File: src/hdl/msc_pkg.sv
`default_nettype none
// ----------------------------------------------------------------------------
// msc_pkg
// Shared types, constants and round functions for the multi-lane
// SHA-256 compression block.
// ----------------------------------------------------------------------------
package msc_pkg;

  localparam int unsigned IO_LANES  = 4;
  localparam int unsigned WORD_W    = 32;
  localparam int unsigned HASH_WORDS = 8;
  localparam int unsigned BLOCK_WORDS = 16;
  localparam int unsigned ROUNDS    = 64;

  typedef enum logic [1:0] {
    ST_LOAD,
    ST_ROUND,
    ST_ADD,
    ST_EMIT
  } msc_state_t;

  typedef struct packed {
    logic       write_word;
    logic       load_iv;
    logic       load_vars;
    logic       round_step;
    logic       add_chain;
    logic [5:0] round_idx;
    logic [2:0] out_idx;
  } msc_cmd_t;

  localparam logic [31:0] INIT_HASH [HASH_WORDS] = '{
    32'h6a09e667, 32'hbb67ae85, 32'h3c6ef372, 32'ha54ff53a,
    32'h510e527f, 32'h9b05688c, 32'h1f83d9ab, 32'h5be0cd19
  };

  localparam logic [31:0] ROUND_K [ROUNDS] = '{
    32'h428a2f98, 32'h71374491, 32'hb5c0fbcf, 32'he9b5dba5,
    32'h3956c25b, 32'h59f111f1, 32'h923f82a4, 32'hab1c5ed5,
    32'hd807aa98, 32'h12835b01, 32'h243185be, 32'h550c7dc3,
    32'h72be5d74, 32'h80deb1fe, 32'h9bdc06a7, 32'hc19bf174,
    32'he49b69c1, 32'hefbe4786, 32'h0fc19dc6, 32'h240ca1cc,
    32'h2de92c6f, 32'h4a7484aa, 32'h5cb0a9dc, 32'h76f988da,
    32'h983e5152, 32'ha831c66d, 32'hb00327c8, 32'hbf597fc7,
    32'hc6e00bf3, 32'hd5a79147, 32'h06ca6351, 32'h14292967,
    32'h27b70a85, 32'h2e1b2138, 32'h4d2c6dfc, 32'h53380d13,
    32'h650a7354, 32'h766a0abb, 32'h81c2c92e, 32'h92722c85,
    32'ha2bfe8a1, 32'ha81a664b, 32'hc24b8b70, 32'hc76c51a3,
    32'hd192e819, 32'hd6990624, 32'hf40e3585, 32'h106aa070,
    32'h19a4c116, 32'h1e376c08, 32'h2748774c, 32'h34b0bcb5,
    32'h391c0cb3, 32'h4ed8aa4a, 32'h5b9cca4f, 32'h682e6ff3,
    32'h748f82ee, 32'h78a5636f, 32'h84c87814, 32'h8cc70208,
    32'h90befffa, 32'ha4506ceb, 32'hbef9a3f7, 32'hc67178f2
  };

  function automatic logic [31:0] rotr(input logic [31:0] x, input int unsigned n);
    rotr = (x >> n) | (x << (32 - n));
  endfunction

  function automatic logic [31:0] small_sigma0(input logic [31:0] x);
    small_sigma0 = rotr(x, 7) ^ rotr(x, 18) ^ (x >> 3);
  endfunction

  function automatic logic [31:0] small_sigma1(input logic [31:0] x);
    small_sigma1 = rotr(x, 17) ^ rotr(x, 19) ^ (x >> 10);
  endfunction

  function automatic logic [31:0] big_sigma0(input logic [31:0] x);
    big_sigma0 = rotr(x, 2) ^ rotr(x, 13) ^ rotr(x, 22);
  endfunction

  function automatic logic [31:0] big_sigma1(input logic [31:0] x);
    big_sigma1 = rotr(x, 6) ^ rotr(x, 11) ^ rotr(x, 25);
  endfunction

endpackage
`default_nettype wire

File: src/hdl/msc_ctrl.sv
`default_nettype none
// ----------------------------------------------------------------------------
// msc_ctrl
// Sequencer: collects sixteen word beats, steps 64 rounds, folds the
// result into the chaining state and hands out eight digest beats.
// ----------------------------------------------------------------------------
module msc_ctrl (
  input  wire logic             clk,
  input  wire logic             rst,
  input  wire logic             in_valid,
  input  wire logic             in_start,
  output logic                  in_ready,
  output logic                  out_valid,
  output logic                  out_last,
  input  wire logic             out_ready,
  output msc_pkg::msc_cmd_t     cmd
);

  msc_pkg::msc_state_t state, state_next;
  logic [5:0]          count, count_next;
  logic                in_fire;
  logic                out_fire;

  always_ff @(posedge clk) begin
    if (rst) begin
      state <= msc_pkg::ST_LOAD;
      count <= '0;
    end else begin
      state <= state_next;
      count <= count_next;
    end
  end

  always_comb begin
    state_next     = state;
    count_next     = count;
    in_ready       = 1'b0;
    out_valid      = 1'b0;
    out_last       = 1'b0;
    cmd            = '0;
    cmd.round_idx  = count;
    cmd.out_idx    = count[2:0];
    in_fire        = in_valid;
    out_fire       = out_ready;
    case (state)
      msc_pkg::ST_LOAD: begin
        in_ready = 1'b1;
        if (in_fire) begin
          cmd.write_word = 1'b1;
          // start flag only counts on the first word of a block
          cmd.load_iv    = in_start && (count[3:0] == 4'd0);
          if (count[3:0] == 4'd15) begin
            cmd.load_vars = 1'b1;
            count_next    = '0;
            state_next    = msc_pkg::ST_ROUND;
          end else begin
            count_next = 6'(count + 6'd1);
          end
        end
      end
      msc_pkg::ST_ROUND: begin
        cmd.round_step = 1'b1;
        if (count == 6'd63) begin
          count_next = '0;
          state_next = msc_pkg::ST_ADD;
        end else begin
          count_next = 6'(count + 6'd1);
        end
      end
      msc_pkg::ST_ADD: begin
        cmd.add_chain = 1'b1;
        state_next    = msc_pkg::ST_EMIT;
      end
      msc_pkg::ST_EMIT: begin
        out_valid = 1'b1;
        out_last  = (count[2:0] == 3'd7);
        if (out_fire) begin
          if (count[2:0] == 3'd7) begin
            count_next = '0;
            state_next = msc_pkg::ST_LOAD;
          end else begin
            count_next = 6'(count + 6'd1);
          end
        end
      end
      default: begin
        state_next = msc_pkg::ST_LOAD;
        count_next = '0;
      end
    endcase
  end

endmodule
`default_nettype wire

File: config.mk
export PLATFORM = sky130hd
export DESIGN_NAME = msc_ctrl
export DESIGN_NICKNAME = d
export VERILOG_FILES = /design/src/hdl/msc_pkg.sv /design/src/hdl/msc_ctrl.sv
export SDC_FILE = /design/constraint.sdc
export NUM_CORES = 1
export LEC_CHECK = 0
export BUFFER_PORTS_ARGS = -buffer_cell sky130_fd_sc_hd__buf_2
export CAP_MARGIN = 30
export CORE_MARGIN = 3
export CORE_UTILIZATION = 45
export DETAILED_ROUTE_END_ITERATION = 6
export PLACE_DENSITY = 0.81
export SLEW_MARGIN = 20
export SYNTH_ARGS = -nofsm -noshare
export SYNTH_HDL_FRONTEND = slang
export SYNTH_SLANG_ARGS = --single-unit
File: constraint.sdc
create_clock -name clk -period 2.93 [get_ports clk]
set_input_delay 0.1465 -clock clk [delete_from_list [all_inputs] [get_ports clk]]
set_output_delay 0.1465 -clock clk [all_outputs]
set_load 0.01 [all_outputs]
# Word level (Yosys, flattened, before mapping)
# Index checks and enable logic that the tools add are counted.
# W data, S select, Z words.
[op_classes]
addsub = 1
eq_ne = 11
muxes = 20
reduce_logical = 6
[ops]
columns = ["op", "n"]
rows = [
  ["$mux W6", 5],
  ["$pmux W6 S3", 1],
  ["$mux W2", 5],
  ["$ne A2 B2 Y1 const B", 5],
  ["$pmux W2 S4", 1],
  ["$add A6 B1 Y6 const B", 1],
  ["$eq A6 B6 Y1 const B", 1],
  ["$mux W1", 6],
  ["$mux W3", 2],
  ["$reduce_and A5 Y1", 1],
  ["$eq A2 B2 Y1 const B", 2],
  ["$eq A4 B4 Y1 const B", 1],
  ["$logic_not A4 Y1", 1],
  ["$eq A3 B3 Y1 const B", 1],
  ["$reduce_and A3 Y1", 1],
  ["$reduce_bool A3 Y1", 1],
  ["$eq A2 B1 Y1 const B", 1],
  ["$logic_not A2 Y1", 1],
  ["$logic_and A1 B1 Y1", 1],
]
[totals]
ff_bits = 8
input_bits = 5
output_inout_bits = 17
wordCells = 40

# Logic depth before layout (Yosys ltp)
# Gate-level depths: netlist (run 1).
[depth]
depth_word = 4
depth_mapped = 7
mapped_depth_nobuf = 6

# Worst setup path before layout (run 1)
# No wires, ideal clock.
[synth_timing]
path_kind = "flip-flop to flip-flop"
startpoint = "register state[0]"
endpoint = "register count[3]"
t_arrival_ns = 1.961
required_ns = 2.856
setup_slack_ns = 0.895
stages_incl_launch_ff = 8
synth_period_minus_slack_ns = 2.035
path_cell_list = "dfxtp_1 -> inv_1 -> ha_1 -> nor2b_1 -> or3_1 -> buf_2 -> or4_1 -> a31oi_1"
[synth_between]
elab_chain_len = 3
[synth_rtl]
columns = ["item", "line", "rtl"]
rows = [
  ["start: declaration", "msc_ctrl.sv:19", "msc_pkg::msc_state_t state, state_next;"],
  ["start signal: assignment", "msc_ctrl.sv:26", "state <= msc_pkg::ST_LOAD;"],
  ["start signal: assignment", "msc_ctrl.sv:29", "state <= state_next;"],
  ["$eq A2 B2 Y1, or another cell as far along", "msc_ctrl.sv:45", "case (state)"],
  ["$ne A2 B2 Y1 (no line) or $reduce_bool A3 Y1 (tied branches)", "--", ""],
  ["$reduce_and A3 Y1 (no line)", "--", ""],
  ["end signal: assignment", "msc_ctrl.sv:30", "count <= count_next;"],
  ["end: declaration", "msc_ctrl.sv:20", "logic [5:0] count, count_next;"],
]
# Several ways; a longest one is shown, not always the timed one.
# A chain may end at the register's enable or synchronous reset.

# Worst setup path after layout (run 1)
# Ends and elaborated chain as after synthesis.

==> results of run 1 <==
-- through the flow --
stage	utilization (%)	setup slack [ns]	area, sq um
after global routing	58.5	0.661	790
final	58.5	0.742	790
after CTS	58.5	0.766	790
after detailed placement	56.8	0.787	767
after global placement	56.8	0.878	767
after floorplan	-	0.895	677
-- worst paths after layout --
kind	start	end	slack, ns	cells past startpoint
max reg2reg	state[0]	count[3]	0.74	6
max	state[0]	count[3]	0.74	6
min reg2reg	state[1]	state[1]	0.54	2
min	rst	count[0]	0.16	2
-- sequential cells by signal (all words and copies together) (netlist names) --
register	flops
count	6
state	2
-- power by group through the flow --
stage	clock, mW	combinational, mW	sequential (mW)
global route	0.0920	0.0300	0.116
CTS	0.0901	0.0267	0.115
floorplan	0	0.0180	0.118
detailed placement	0	0.0265	0.118
global placement	0	0.0257	0.118
finish	0.0848	0.0264	0.115
-- cell usage after synthesis --
| master | n | area [sq um] |
|---|---|---|
| sky130_fd_sc_hd__nand2_1 | 8 | 30.0 |
| sky130_fd_sc_hd__a311oi_1 | 2 | 17.5 |
| sky130_fd_sc_hd__nor2b_2 | 1 | 8.76 |
| sky130_fd_sc_hd__nand4b_1 | 1 | 8.76 |
| sky130_fd_sc_hd__dfxtp_1 | 8 | 160 |
| sky130_fd_sc_hd__nand3_1 | 5 | 25.0 |
| sky130_fd_sc_hd__nor2_1 | 1 | 3.75 |
| sky130_fd_sc_hd__nand3b_1 | 3 | 22.5 |
| sky130_fd_sc_hd__nor4_1 | 3 | 18.8 |
| sky130_fd_sc_hd__inv_1 | 6 | 22.5 |
| sky130_fd_sc_hd__a211o_1 | 1 | 8.76 |
| sky130_fd_sc_hd__or4_1 | 2 | 15.0 |
| sky130_fd_sc_hd__buf_2 | 3 | 15.0 |
| sky130_fd_sc_hd__a211oi_1 | 2 | 15.0 |
| sky130_fd_sc_hd__o21ai_1 | 3 | 15.0 |
| sky130_fd_sc_hd__mux2_2 | 1 | 11.3 |
| sky130_fd_sc_hd__a21oi_1 | 6 | 30.0 |
| sky130_fd_sc_hd__a2111oi_0 | 1 | 8.76 |
| sky130_fd_sc_hd__buf_4 | 3 | 22.5 |
| sky130_fd_sc_hd__and2_2 | 1 | 7.51 |
| sky130_fd_sc_hd__a21boi_0 | 1 | 7.51 |
| sky130_fd_sc_hd__a31oi_1 | 2 | 12.5 |
| sky130_fd_sc_hd__or2_1 | 1 | 6.26 |
| sky130_fd_sc_hd__o311ai_1 | 1 | 8.76 |
| sky130_fd_sc_hd__or3_1 | 2 | 12.5 |
| sky130_fd_sc_hd__nor2b_4 | 1 | 13.8 |
| sky130_fd_sc_hd__ha_1 | 9 | 113 |
| sky130_fd_sc_hd__nor2b_1 | 1 | 6.26 |
| sky130_fd_sc_hd__nor3_1 | 2 | 10.0 |
| sky130_fd_sc_hd__buf_1 | 1 | 3.75 |
| sky130_fd_sc_hd__a211o_2 | 1 | 10.0 |
| sky130_fd_sc_hd__and2_1 | 1 | 6.26 |
-- cell type report --
type | instances | share of cell area, %
clock buffers | 3 | 2.85
inverters | 6 | 2.85
multi-input cells | 63 | 57.4
flip-flops and latches | 8 | 20.3
well taps | 15 | 2.38
repair buffers | 22 | 14.3
-- kinds of logic after synthesis --
kind of cell	after synthesis
fa+ha+maj	9
mux	1
buf+inv	13
compound gates	20
flops	8
simple gates	33
-- layer usage --
layer	vias to the layer above	global-route usage, %	wire (microns)
li1	346	-	-
met5	-	0	0
met1	306	24.0	742
met2	27	28.1	792
met4	0	12.9	29
met3	4	3.19	104
==> flow_metrics.tcl, run 1 <==
set metrics [dict create \
    run_status "finished, final reports clean" \
    worst_setup_path_end_kind "register" \
    most_common_library_cell_in_the_layout_ignoring_fill_and_taps "sky130_fd_sc_hd__buf_2" \
    syn-mean-instance-area_sq_um 8.06 \
    critical-path-top-delay-family "simple AND/OR/NAND/NOR gates" \
    synthXorXnorAreaFrac_pct 0 \
    finalCriticalPeriod_ns 2.19 \
    synth_seq_cells 8 \
    synth_simple_gate_area_share_pct 28.8 \
    std_cell_rows 13 \
    worstSkewPairLatency_ns 0.25 \
    clockBufferDepth 2 \
    multiInputGateArea_sq_um 453 \
    synth_compound_area_share_pct 19.8 \
    power.net_switching_mw 0.0577 \
    pwr-share-clk_pct 37.4 \
    placement.io_buffers 21 \
    boundaryPins 22 \
    final_min_period_over_clock_period_pct 74.7 \
    worst_ir_drop_vdd_v 0.000189 \
    antenna_violations_before_repair 0 \
    sw_frac_of_total_pct 25.5 \
    routed_wl_mm 1.67 \
    max_clock_freq_mhz 457 \
    syn-cell-area_sq_um 677 \
    hpwl_mm 1.27 \
    worstPathCellList "inv_1 -> ha_1 -> nor2b_1 -> or3_1 -> or4_1 -> a31oi_1" \
    timing.critical_path.fanout_max 9 \
    cp_data_arrival_time_ns 2.36 \
    tritoncts_num_sinks 8 \
    cts_tree "yes" \
    root_buffer "sky130_fd_sc_hd__clkbuf_4" \
    holdBufCountCts 0 \
    criticalPathCategory "register to register" \
    timing.critical_path.from_type "register" \
    cap_violations 0 \
    timing.hold.ws_ns 0.163 \
    synth_instances 84 \
    setup_viol 0 \
    first_global_vias 616 \
    comb_power_share_pct 11.7 \
    grt_first_pass_wirelength_mm 2.77 \
    number_of_cts_inserted_buffers 3 \
    core_sq_mm 0.00135 \
    finish.net_count 118 \
    yosysSeqAreaShare_pct 23.7 \
    initial_core_util_pct 50.1 \
    timing.critical_path.buf_inv 1 \
    share_of_synthesized_cell_area_in_full_adder_half_adder_and_majority_cells_pct 16.6 \
    grtUsageTotal_pct 18.6 \
    fill_cells 133 \
    drcViolationCount 0 \
    critical_path.slowest_cell "sky130_fd_sc_hd__or4_1" \
    drt_pass1_iterations 4 \
    die_area_sq_mm 0.00201 \
    clk_pin_slew_worst_paths_ns 0.06 \
    finalMaxSlewViolations 0 \
    total_neg_setup_slack_ns 0 \
    synth_top_family_by_area "simple AND/OR/NAND/NOR gates" \
    first_iter_violations 11 \
    place_congestion 0.768 \
    slew-limit-headroom_pct 72.4 \
    leading_cell_types_in_the_layout_fill_and_taps_excluded "21 x sky130_fd_sc_hd__buf_2, 9 x sky130_fd_sc_hd__ha_1, 8 x sky130_fd_sc_hd__nand2_1, 8 x sky130_fd_sc_hd__dfxtp_1" \
    dieHeight_microns 44.8 \
    synthDistinctLibCells 32 \
    antennaDiodeCount 0 \
    synthMuxAreaShare_pct 1.66 \
    die_w_microns 44.8 \
    leakage_nw 0.350 \
    register_area_sq_um 160 \
    buffers_inserted_by_post_cts_timing_repair 0 \
    detail_route.vias_per_cell 5.84 \
    grt_start_max_net_pins 13 \
    pwr-share-seq_pct 50.9 \
    timing.critical_path.required_ns 3.10 \
    design_power_total_mw 0.227 \
    ys_warn_count 0 \
    synth.net_count 98 \
    worstMarginPinSlew_ns 0.404 \
    area_growth_pct 16.6 \
    intPower_mw 0.169 \
    slowest_delay_ns 0.55 \
    clock_skew_ns 0.00480 \
    post_route_cells_drive_above_1_share_pct 29.4 \
    power_density_mw_per_mm2 287 \
    layout.cells.non_filler 117 \
    final_routed_wire_length_divided_by_cell_count_microns 14.3 \
    grt_overflow_total 0 \
    final_antenna_net_count 0 \
    finalHoldViolations 0 \
    placed_cells 114 \
    worstHoldPathType "input port to register" \
    ctsHtreeMaxLevel 1 \
    vias 683 \
    grt_setup_unrepaired "false" \
    cts.repair.resized 0 \
]
(Power assumes the default switching activity.)
==> run 2, diff against run 1 <==
Clock period 2.93 ns to 2.25 ns, I/O delays scaled along.
==> run 2 against run 1 <==
Against the previous run:
- hold slack lost 0.027 ns
- sequential share of layout area shrank 0.32 points
- maximum frequency grew 4.2%
- largest power group unchanged
- die area is the same
- first-iteration DRC count shrank 36%
- core utilization grew 0.93 points
- worst setup slack lost 0.59 ns
==> flow_metrics.tcl, run 2 (synthesized netlist as in run 1, its figures left out) <==
set metrics [dict create \
    finish.net_count 119 \
    boundaryPins 22 \
    timing.critical_path.fanout_max 8 \
    timing.critical_path.from_type "register" \
    first_iter_violations 7 \
    finalMaxSlewViolations 0 \
    vias 698 \
    dieHeight_microns 44.8 \
    cts_tree "yes" \
    grt_setup_unrepaired "false" \
    timing.hold.ws_ns 0.136 \
    pre_cts_ws_ns 0.125 \
    final_min_period_over_clock_period_pct 93.3 \
    routed_wl_mm 1.53 \
    antennaDiodeCount 0 \
    die_w_microns 44.8 \
    drt_pass1_iterations 4 \
    worstHoldPathType "input port to register" \
    placement.io_buffers 21 \
    holdBufCountCts 0 \
    grt_start_max_net_pins 13 \
    most_common_library_cell_in_the_layout_ignoring_fill_and_taps "sky130_fd_sc_hd__buf_2" \
    detail_route.vias_per_cell 5.92 \
    worstSkewPairLatency_ns 0.25 \
    number_of_cts_inserted_buffers 3 \
    initial_core_util_pct 50.1 \
    run_status "finished, final reports clean" \
    register_area_sq_um 160 \
    finalHoldViolations 0 \
    hpwl_mm 1.19 \
    multiInputGateArea_sq_um 458 \
    design_power_total_mw 0.291 \
    criticalPathCategory "register to register" \
    slew-limit-headroom_pct 73.8 \
    die_area_sq_mm 0.00201 \
    first_global_vias 600 \
    reg_top3 "count (6), state (2)" \
    finalCriticalPeriod_ns 2.10 \
    core_sq_mm 0.00135 \
    place_congestion 0.770 \
    tritoncts_num_sinks 8 \
    final_routed_wire_length_divided_by_cell_count_microns 12.9 \
    worst_ir_drop_vdd_v 0.000241 \
    critical_path.slowest_cell "sky130_fd_sc_hd__or4_1" \
    area_growth_pct 18.5 \
    leakage_nw 0.356 \
    clock_skew_ns 0.00391 \
    final_antenna_net_count 0 \
    drcViolationCount 0 \
    largest_register_ff_count 6 \
    worst_reg2reg_endpoint "count[3]" \
    max_flop_register "count" \
    worst_setup_path_endpoint "count[3]" \
    slowest_delay_ns 0.47 \
    grt_first_pass_wirelength_mm 2.48 \
    clk_pin_slew_worst_paths_ns 0.05 \
    timing.rr.start "state[1]" \
    grtUsageTotal_pct 17.0 \
    antenna_violations_before_repair 0 \
    ctsHtreeMaxLevel 1 \
    total_neg_setup_slack_ns 0 \
    worst-r2r-cell-count 7 \
    clockBufferDepth 2 \
    worst_setup_path_end_kind "register" \
    worstPathCellList "inv_1 -> ha_1 -> a21boi_0 -> a2111oi_0 -> buf_4 -> or4_1 -> a31oi_1" \
    setup_viol 0 \
    timing.critical_path.required_ns 2.43 \
    ff2ff_setup_slack_ns 0.15 \
    power_density_mw_per_mm2 363 \
    max_clock_freq_mhz 476 \
    startpoint "state[1]" \
    timing.final.ws_setup_ns 0.151 \
    fill_cells 121 \
    std_cell_rows 13 \
    root_buffer "sky130_fd_sc_hd__clkbuf_4" \
    buffers_inserted_by_post_cts_timing_repair 0 \
    crit_cells 7 \
    leading_cell_types_in_the_layout_fill_and_taps_excluded "21 x sky130_fd_sc_hd__buf_2, 9 x sky130_fd_sc_hd__ha_1, 8 x sky130_fd_sc_hd__nand2_1, 8 x sky130_fd_sc_hd__dfxtp_1" \
    critical-path-top-delay-family "compound AO/OA/AOI/OAI gates" \
    cts.repair.resized 0 \
    timing.critical_path.buf_inv 2 \
    cap_violations 0 \
    post_route_cells_drive_above_1_share_pct 31.1 \
    cp_data_arrival_time_ns 2.28 \
    grt_overflow_total 0 \
    worstMarginPinSlew_ns 0.383 \
]
run 2: area by class of cell:
class | count | area share [%]
Timing Repair Buffer | 23 | 15.0
Multi-Input combinational cell | 63 | 57.1
Inverter | 6 | 2.81
Tap cell | 15 | 2.34
Clock buffer | 3 | 2.81
Sequential cell | 8 | 20.0
run 2: metrics by stage:
| step | cells | instance area, sq um | util [%] |
|---|---|---|---|
| floorplan | 84 | 677 | - |
| global placement | 115 | 774 | 57.4 |
| detailed placement | 115 | 774 | 57.4 |
| finish | 118 | 802 | 59.4 |
| CTS | 118 | 797 | 59.0 |
| global route | 118 | 802 | 59.4 |
run 2: how the worst min path moves through the flow:
stage	end	start	cells after the start
floorplan	cmd[12]	in_start	2
global placement	state[1]	rst	2
detailed placement	count[1]	rst	2
CTS	count[1]	rst	2
global route	count[2]	rst	2
finish	count[1]	rst	2
run 2: layer usage:
metal / wire [microns] / vias up / track usage [%]
met2: 759 / 19 / 27.8
met5: 0 / - / 0
met3: 92 / 2 / 3.19
met1: 667 / 332 / 20.0
met4: 8 / 0 / 11.7
li1: - / 345 / -
run 2: where the power goes:
part           switching [mW]  internal [mW]  total, mW
clock network          0.0435         0.0607      0.104
logic                  0.0221         0.0164     0.0385
registers             0.00393          0.145      0.149
total                  0.0695          0.222      0.291
==> run 3, diff against run 2 <==
Settings changed: ABC_AREA from default to 1, SLEW_MARGIN 20 to default.
==> run 3 against run 2 <==
Against the previous run:
- sequential cell count unchanged
- critical endpoint is now count[1]
- critical path depth down 1
- clock skew down 0.0016 ns
- non-clock buffer count down 2
- final area down 0.16%
==> flow_metrics.tcl, run 3 <==
set metrics [dict create \
    timing.critical_path.from_type "register" \
    comb_power_share_pct 12.9 \
    worst_ir_drop_vdd_v 0.000268 \
    leakage_nw 0.447 \
    std_cell_rows 13 \
    sw_frac_of_total_pct 25.7 \
    grt_start_max_net_pins 10 \
    reg_top3 "count (6), state (2)" \
    run_status "finished, final reports clean" \
    register_area_sq_um 160 \
    synth.net_count 117 \
    synth_flop_cell "sky130_fd_sc_hd__dfxtp_1" \
    syn-cell-area_sq_um 677 \
    first_iter_violations 18 \
    die_area_sq_mm 0.00201 \
    max_flop_register "count" \
    pwr-share-seq_pct 50.5 \
    ff2ff_setup_slack_ns 0.73 \
    buffers_inserted_by_post_cts_timing_repair 0 \
    criticalPathCategory "register to register" \
    timing.critical_path.fanout_max 8 \
    drt_pass1_iterations 4 \
    most_common_library_cell_in_the_layout_ignoring_fill_and_taps "sky130_fd_sc_hd__nand2_1" \
    worst_reg2reg_endpoint "count[1]" \
    final_routed_wire_length_divided_by_cell_count_microns 10.3 \
    place_congestion 0.903 \
    clock_skew_ns 0.00231 \
    cp_data_arrival_time_ns 1.70 \
    synth_instances 103 \
    holdBufCountCts 0 \
    number_of_cts_inserted_buffers 3 \
    dieHeight_microns 44.8 \
    worstMarginPinSlew_ns 0.301 \
    slowest_delay_ns 0.37 \
    yosysSeqAreaShare_pct 23.7 \
    ctsHtreeMaxLevel 1 \
    antennaDiodeCount 0 \
    grt_setup_unrepaired "false" \
    worst_setup_path_end_kind "register" \
    dominant_cell_type_by_area_after_synthesis "sky130_fd_sc_hd__dfxtp_1" \
    detail_route.vias_per_cell 5.00 \
    die_w_microns 44.8 \
    timing.rr.start "count[1]" \
    tritoncts_num_sinks 8 \
    power_density_mw_per_mm2 372 \
    hpwl_mm 1.15 \
    multiInputGateArea_sq_um 430 \
    vias 695 \
    final_antenna_net_count 0 \
    largest_register_ff_count 6 \
    core_sq_mm 0.00135 \
    finalCriticalPeriod_ns 1.52 \
    critPathMostFrequentCell "sky130_fd_sc_hd__ha_1" \
    whs_path_depth 2 \
    cts.repair.resized 0 \
    cts_tree "yes" \
    final_min_period_over_clock_period_pct 67.7 \
    worstHoldPathType "input port to register" \
    placement.io_buffers 21 \
    yosys.cell_count.top_type "sky130_fd_sc_hd__nand2_1" \
    synthDistinctLibCells 18 \
    async_flop_share_pct 0 \
    finalMaxSlewViolations 0 \
    initial_core_util_pct 50.1 \
    root_buffer "sky130_fd_sc_hd__clkbuf_4" \
    slew-limit-headroom_pct 79.9 \
    synth.top_cells.by_area "sky130_fd_sc_hd__dfxtp_1 24%, sky130_fd_sc_hd__ha_1 17%, sky130_fd_sc_hd__nand2_1 13%, sky130_fd_sc_hd__inv_1 8.9%, sky130_fd_sc_hd__nor2_1 7.8%" \
    leading_cell_types_in_the_layout_fill_and_taps_excluded "24 x sky130_fd_sc_hd__nand2_1, 21 x sky130_fd_sc_hd__buf_2, 16 x sky130_fd_sc_hd__inv_1, 14 x sky130_fd_sc_hd__nor2_1, 9 x sky130_fd_sc_hd__ha_1" \
    synthTopCellsByCount "24 x sky130_fd_sc_hd__nand2_1, 16 x sky130_fd_sc_hd__inv_1, 14 x sky130_fd_sc_hd__nor2_1" \
    finish.net_count 140 \
    worstSkewPairLatency_ns 0.25 \
    antenna_violations_before_repair 0 \
    intPower_mw 0.222 \
    cap_violations 0 \
    critical_path.slowest_cell "sky130_fd_sc_hd__dfxtp_1" \
    grtUsageTotal_pct 16.0 \
    timing.critical_path.required_ns 2.43 \
    finalHoldViolations 0 \
    post_route_cells_drive_above_1_share_pct 25.0 \
    power.net_switching_mw 0.0765 \
    ys_warn_count 0 \
    boundaryPins 22 \
    pwr-share-clk_pct 36.5 \
    worst_hold_path.endpoint "count[5]" \
    synth_enable_flop_cells 0 \
    hold_start "rst" \
    worst-r2r-cell-count 6 \
    final_core_utilization_pct 59.3 \
    grt_overflow_total 0 \
    fill_cells 128 \
    area_growth_pct 18.3 \
    grt_first_pass_wirelength_mm 2.36 \
    clk_pin_slew_worst_paths_ns 0.05 \
    synthDominantCellAreaShare_pct 23.7 \
    max_clock_freq_mhz 657 \
    clockBufferDepth 2 \
    total_neg_setup_slack_ns 0 \
    drcViolationCount 0 \
    synth_seq_cells 8 \
    worstPathCellList "ha_1 -> ha_1 -> or2_1 -> nand3_2 -> nand3_1 -> a21oi_1" \
    routed_wl_mm 1.43 \
    setup_viol 0 \
    first_global_vias 588 \
    syn-mean-instance-area_sq_um 6.57 \
]
run 3: logic make-up after synthesis:
kind of cell             after synthesis  synth area share (%)
flip-flops                             8                  23.7
AND/OR/NAND/NOR                       53                  35.9
adder cells (fa/ha/maj)                9                  16.6
AO/OA/AOI/OAI                         13                  11.1
buffers and inverters                 20                  12.8
run 3: how the worst max path moves through the flow:
| stage | start | end | slack, ns | cells past startpoint |
|---|---|---|---|---|
| 2_1_floorplan | count[0] | state[1] | 0.79 | 7 |
| 3_3_place_gp | count[0] | state[1] | 0.74 | 7 |
| 3_5_place_dp | state[0] | count[1] | 0.73 | 7 |
| 4_1_cts | state[0] | count[1] | 0.71 | 7 |
| 5_1_grt | state[0] | count[5] | 0.53 | 9 |
| 6_report | count[1] | count[1] | 0.73 | 6 |
run 3: power by group through the flow:
stage | registers, mW | clock network (mW) | logic, mW
floorplan | 0.154 | 0 | 0.0251
global placement | 0.154 | 0 | 0.0384
detailed placement | 0.154 | 0 | 0.0388
CTS | 0.151 | 0.112 | 0.0389
global route | 0.151 | 0.118 | 0.0441
finish | 0.151 | 0.109 | 0.0386
run 3: final cells by class:
cell class                      instances  share of cell area [%]
Clock buffer                            3                    2.81
Inverter                               17                    7.97
Sequential cell                         8                    20.0
Multi-Input combinational cell         75                    53.8
Timing Repair Buffer                   21                    13.1
Tap cell                               15                    2.34
run 3: per-layer routing:
layer | vias up | global-route usage [%] | wire length (microns)
li1 | 368 | - | -
met2 | 33 | 23.5 | 573
met1 | 290 | 21.5 | 681
met4 | 0 | 10.5 | 36
met5 | - | 0 | 0
met3 | 4 | 2.39 | 133
run 3: worst max-delay path: cells and delay by family (launching register included):
family,cells,cell delay (ns)
simple gates,3,0.51
compound gates,1,0.13
fa+ha+maj,2,0.44
flops,1,0.37
run 3: metrics by stage:
stage               worst slack (ns)  instances  hold WS [ns]  cell area [sq um]  total power [mW]
global placement               0.741        136         0.348                778             0.192
floorplan                      0.791        103         0.182                677             0.179
CTS                            0.709        139        0.0799                801             0.302
detailed placement             0.731        136         0.346                778             0.193
finish                         0.727        139        0.0844                801             0.298
global route                   0.529        139        0.0978                801             0.313
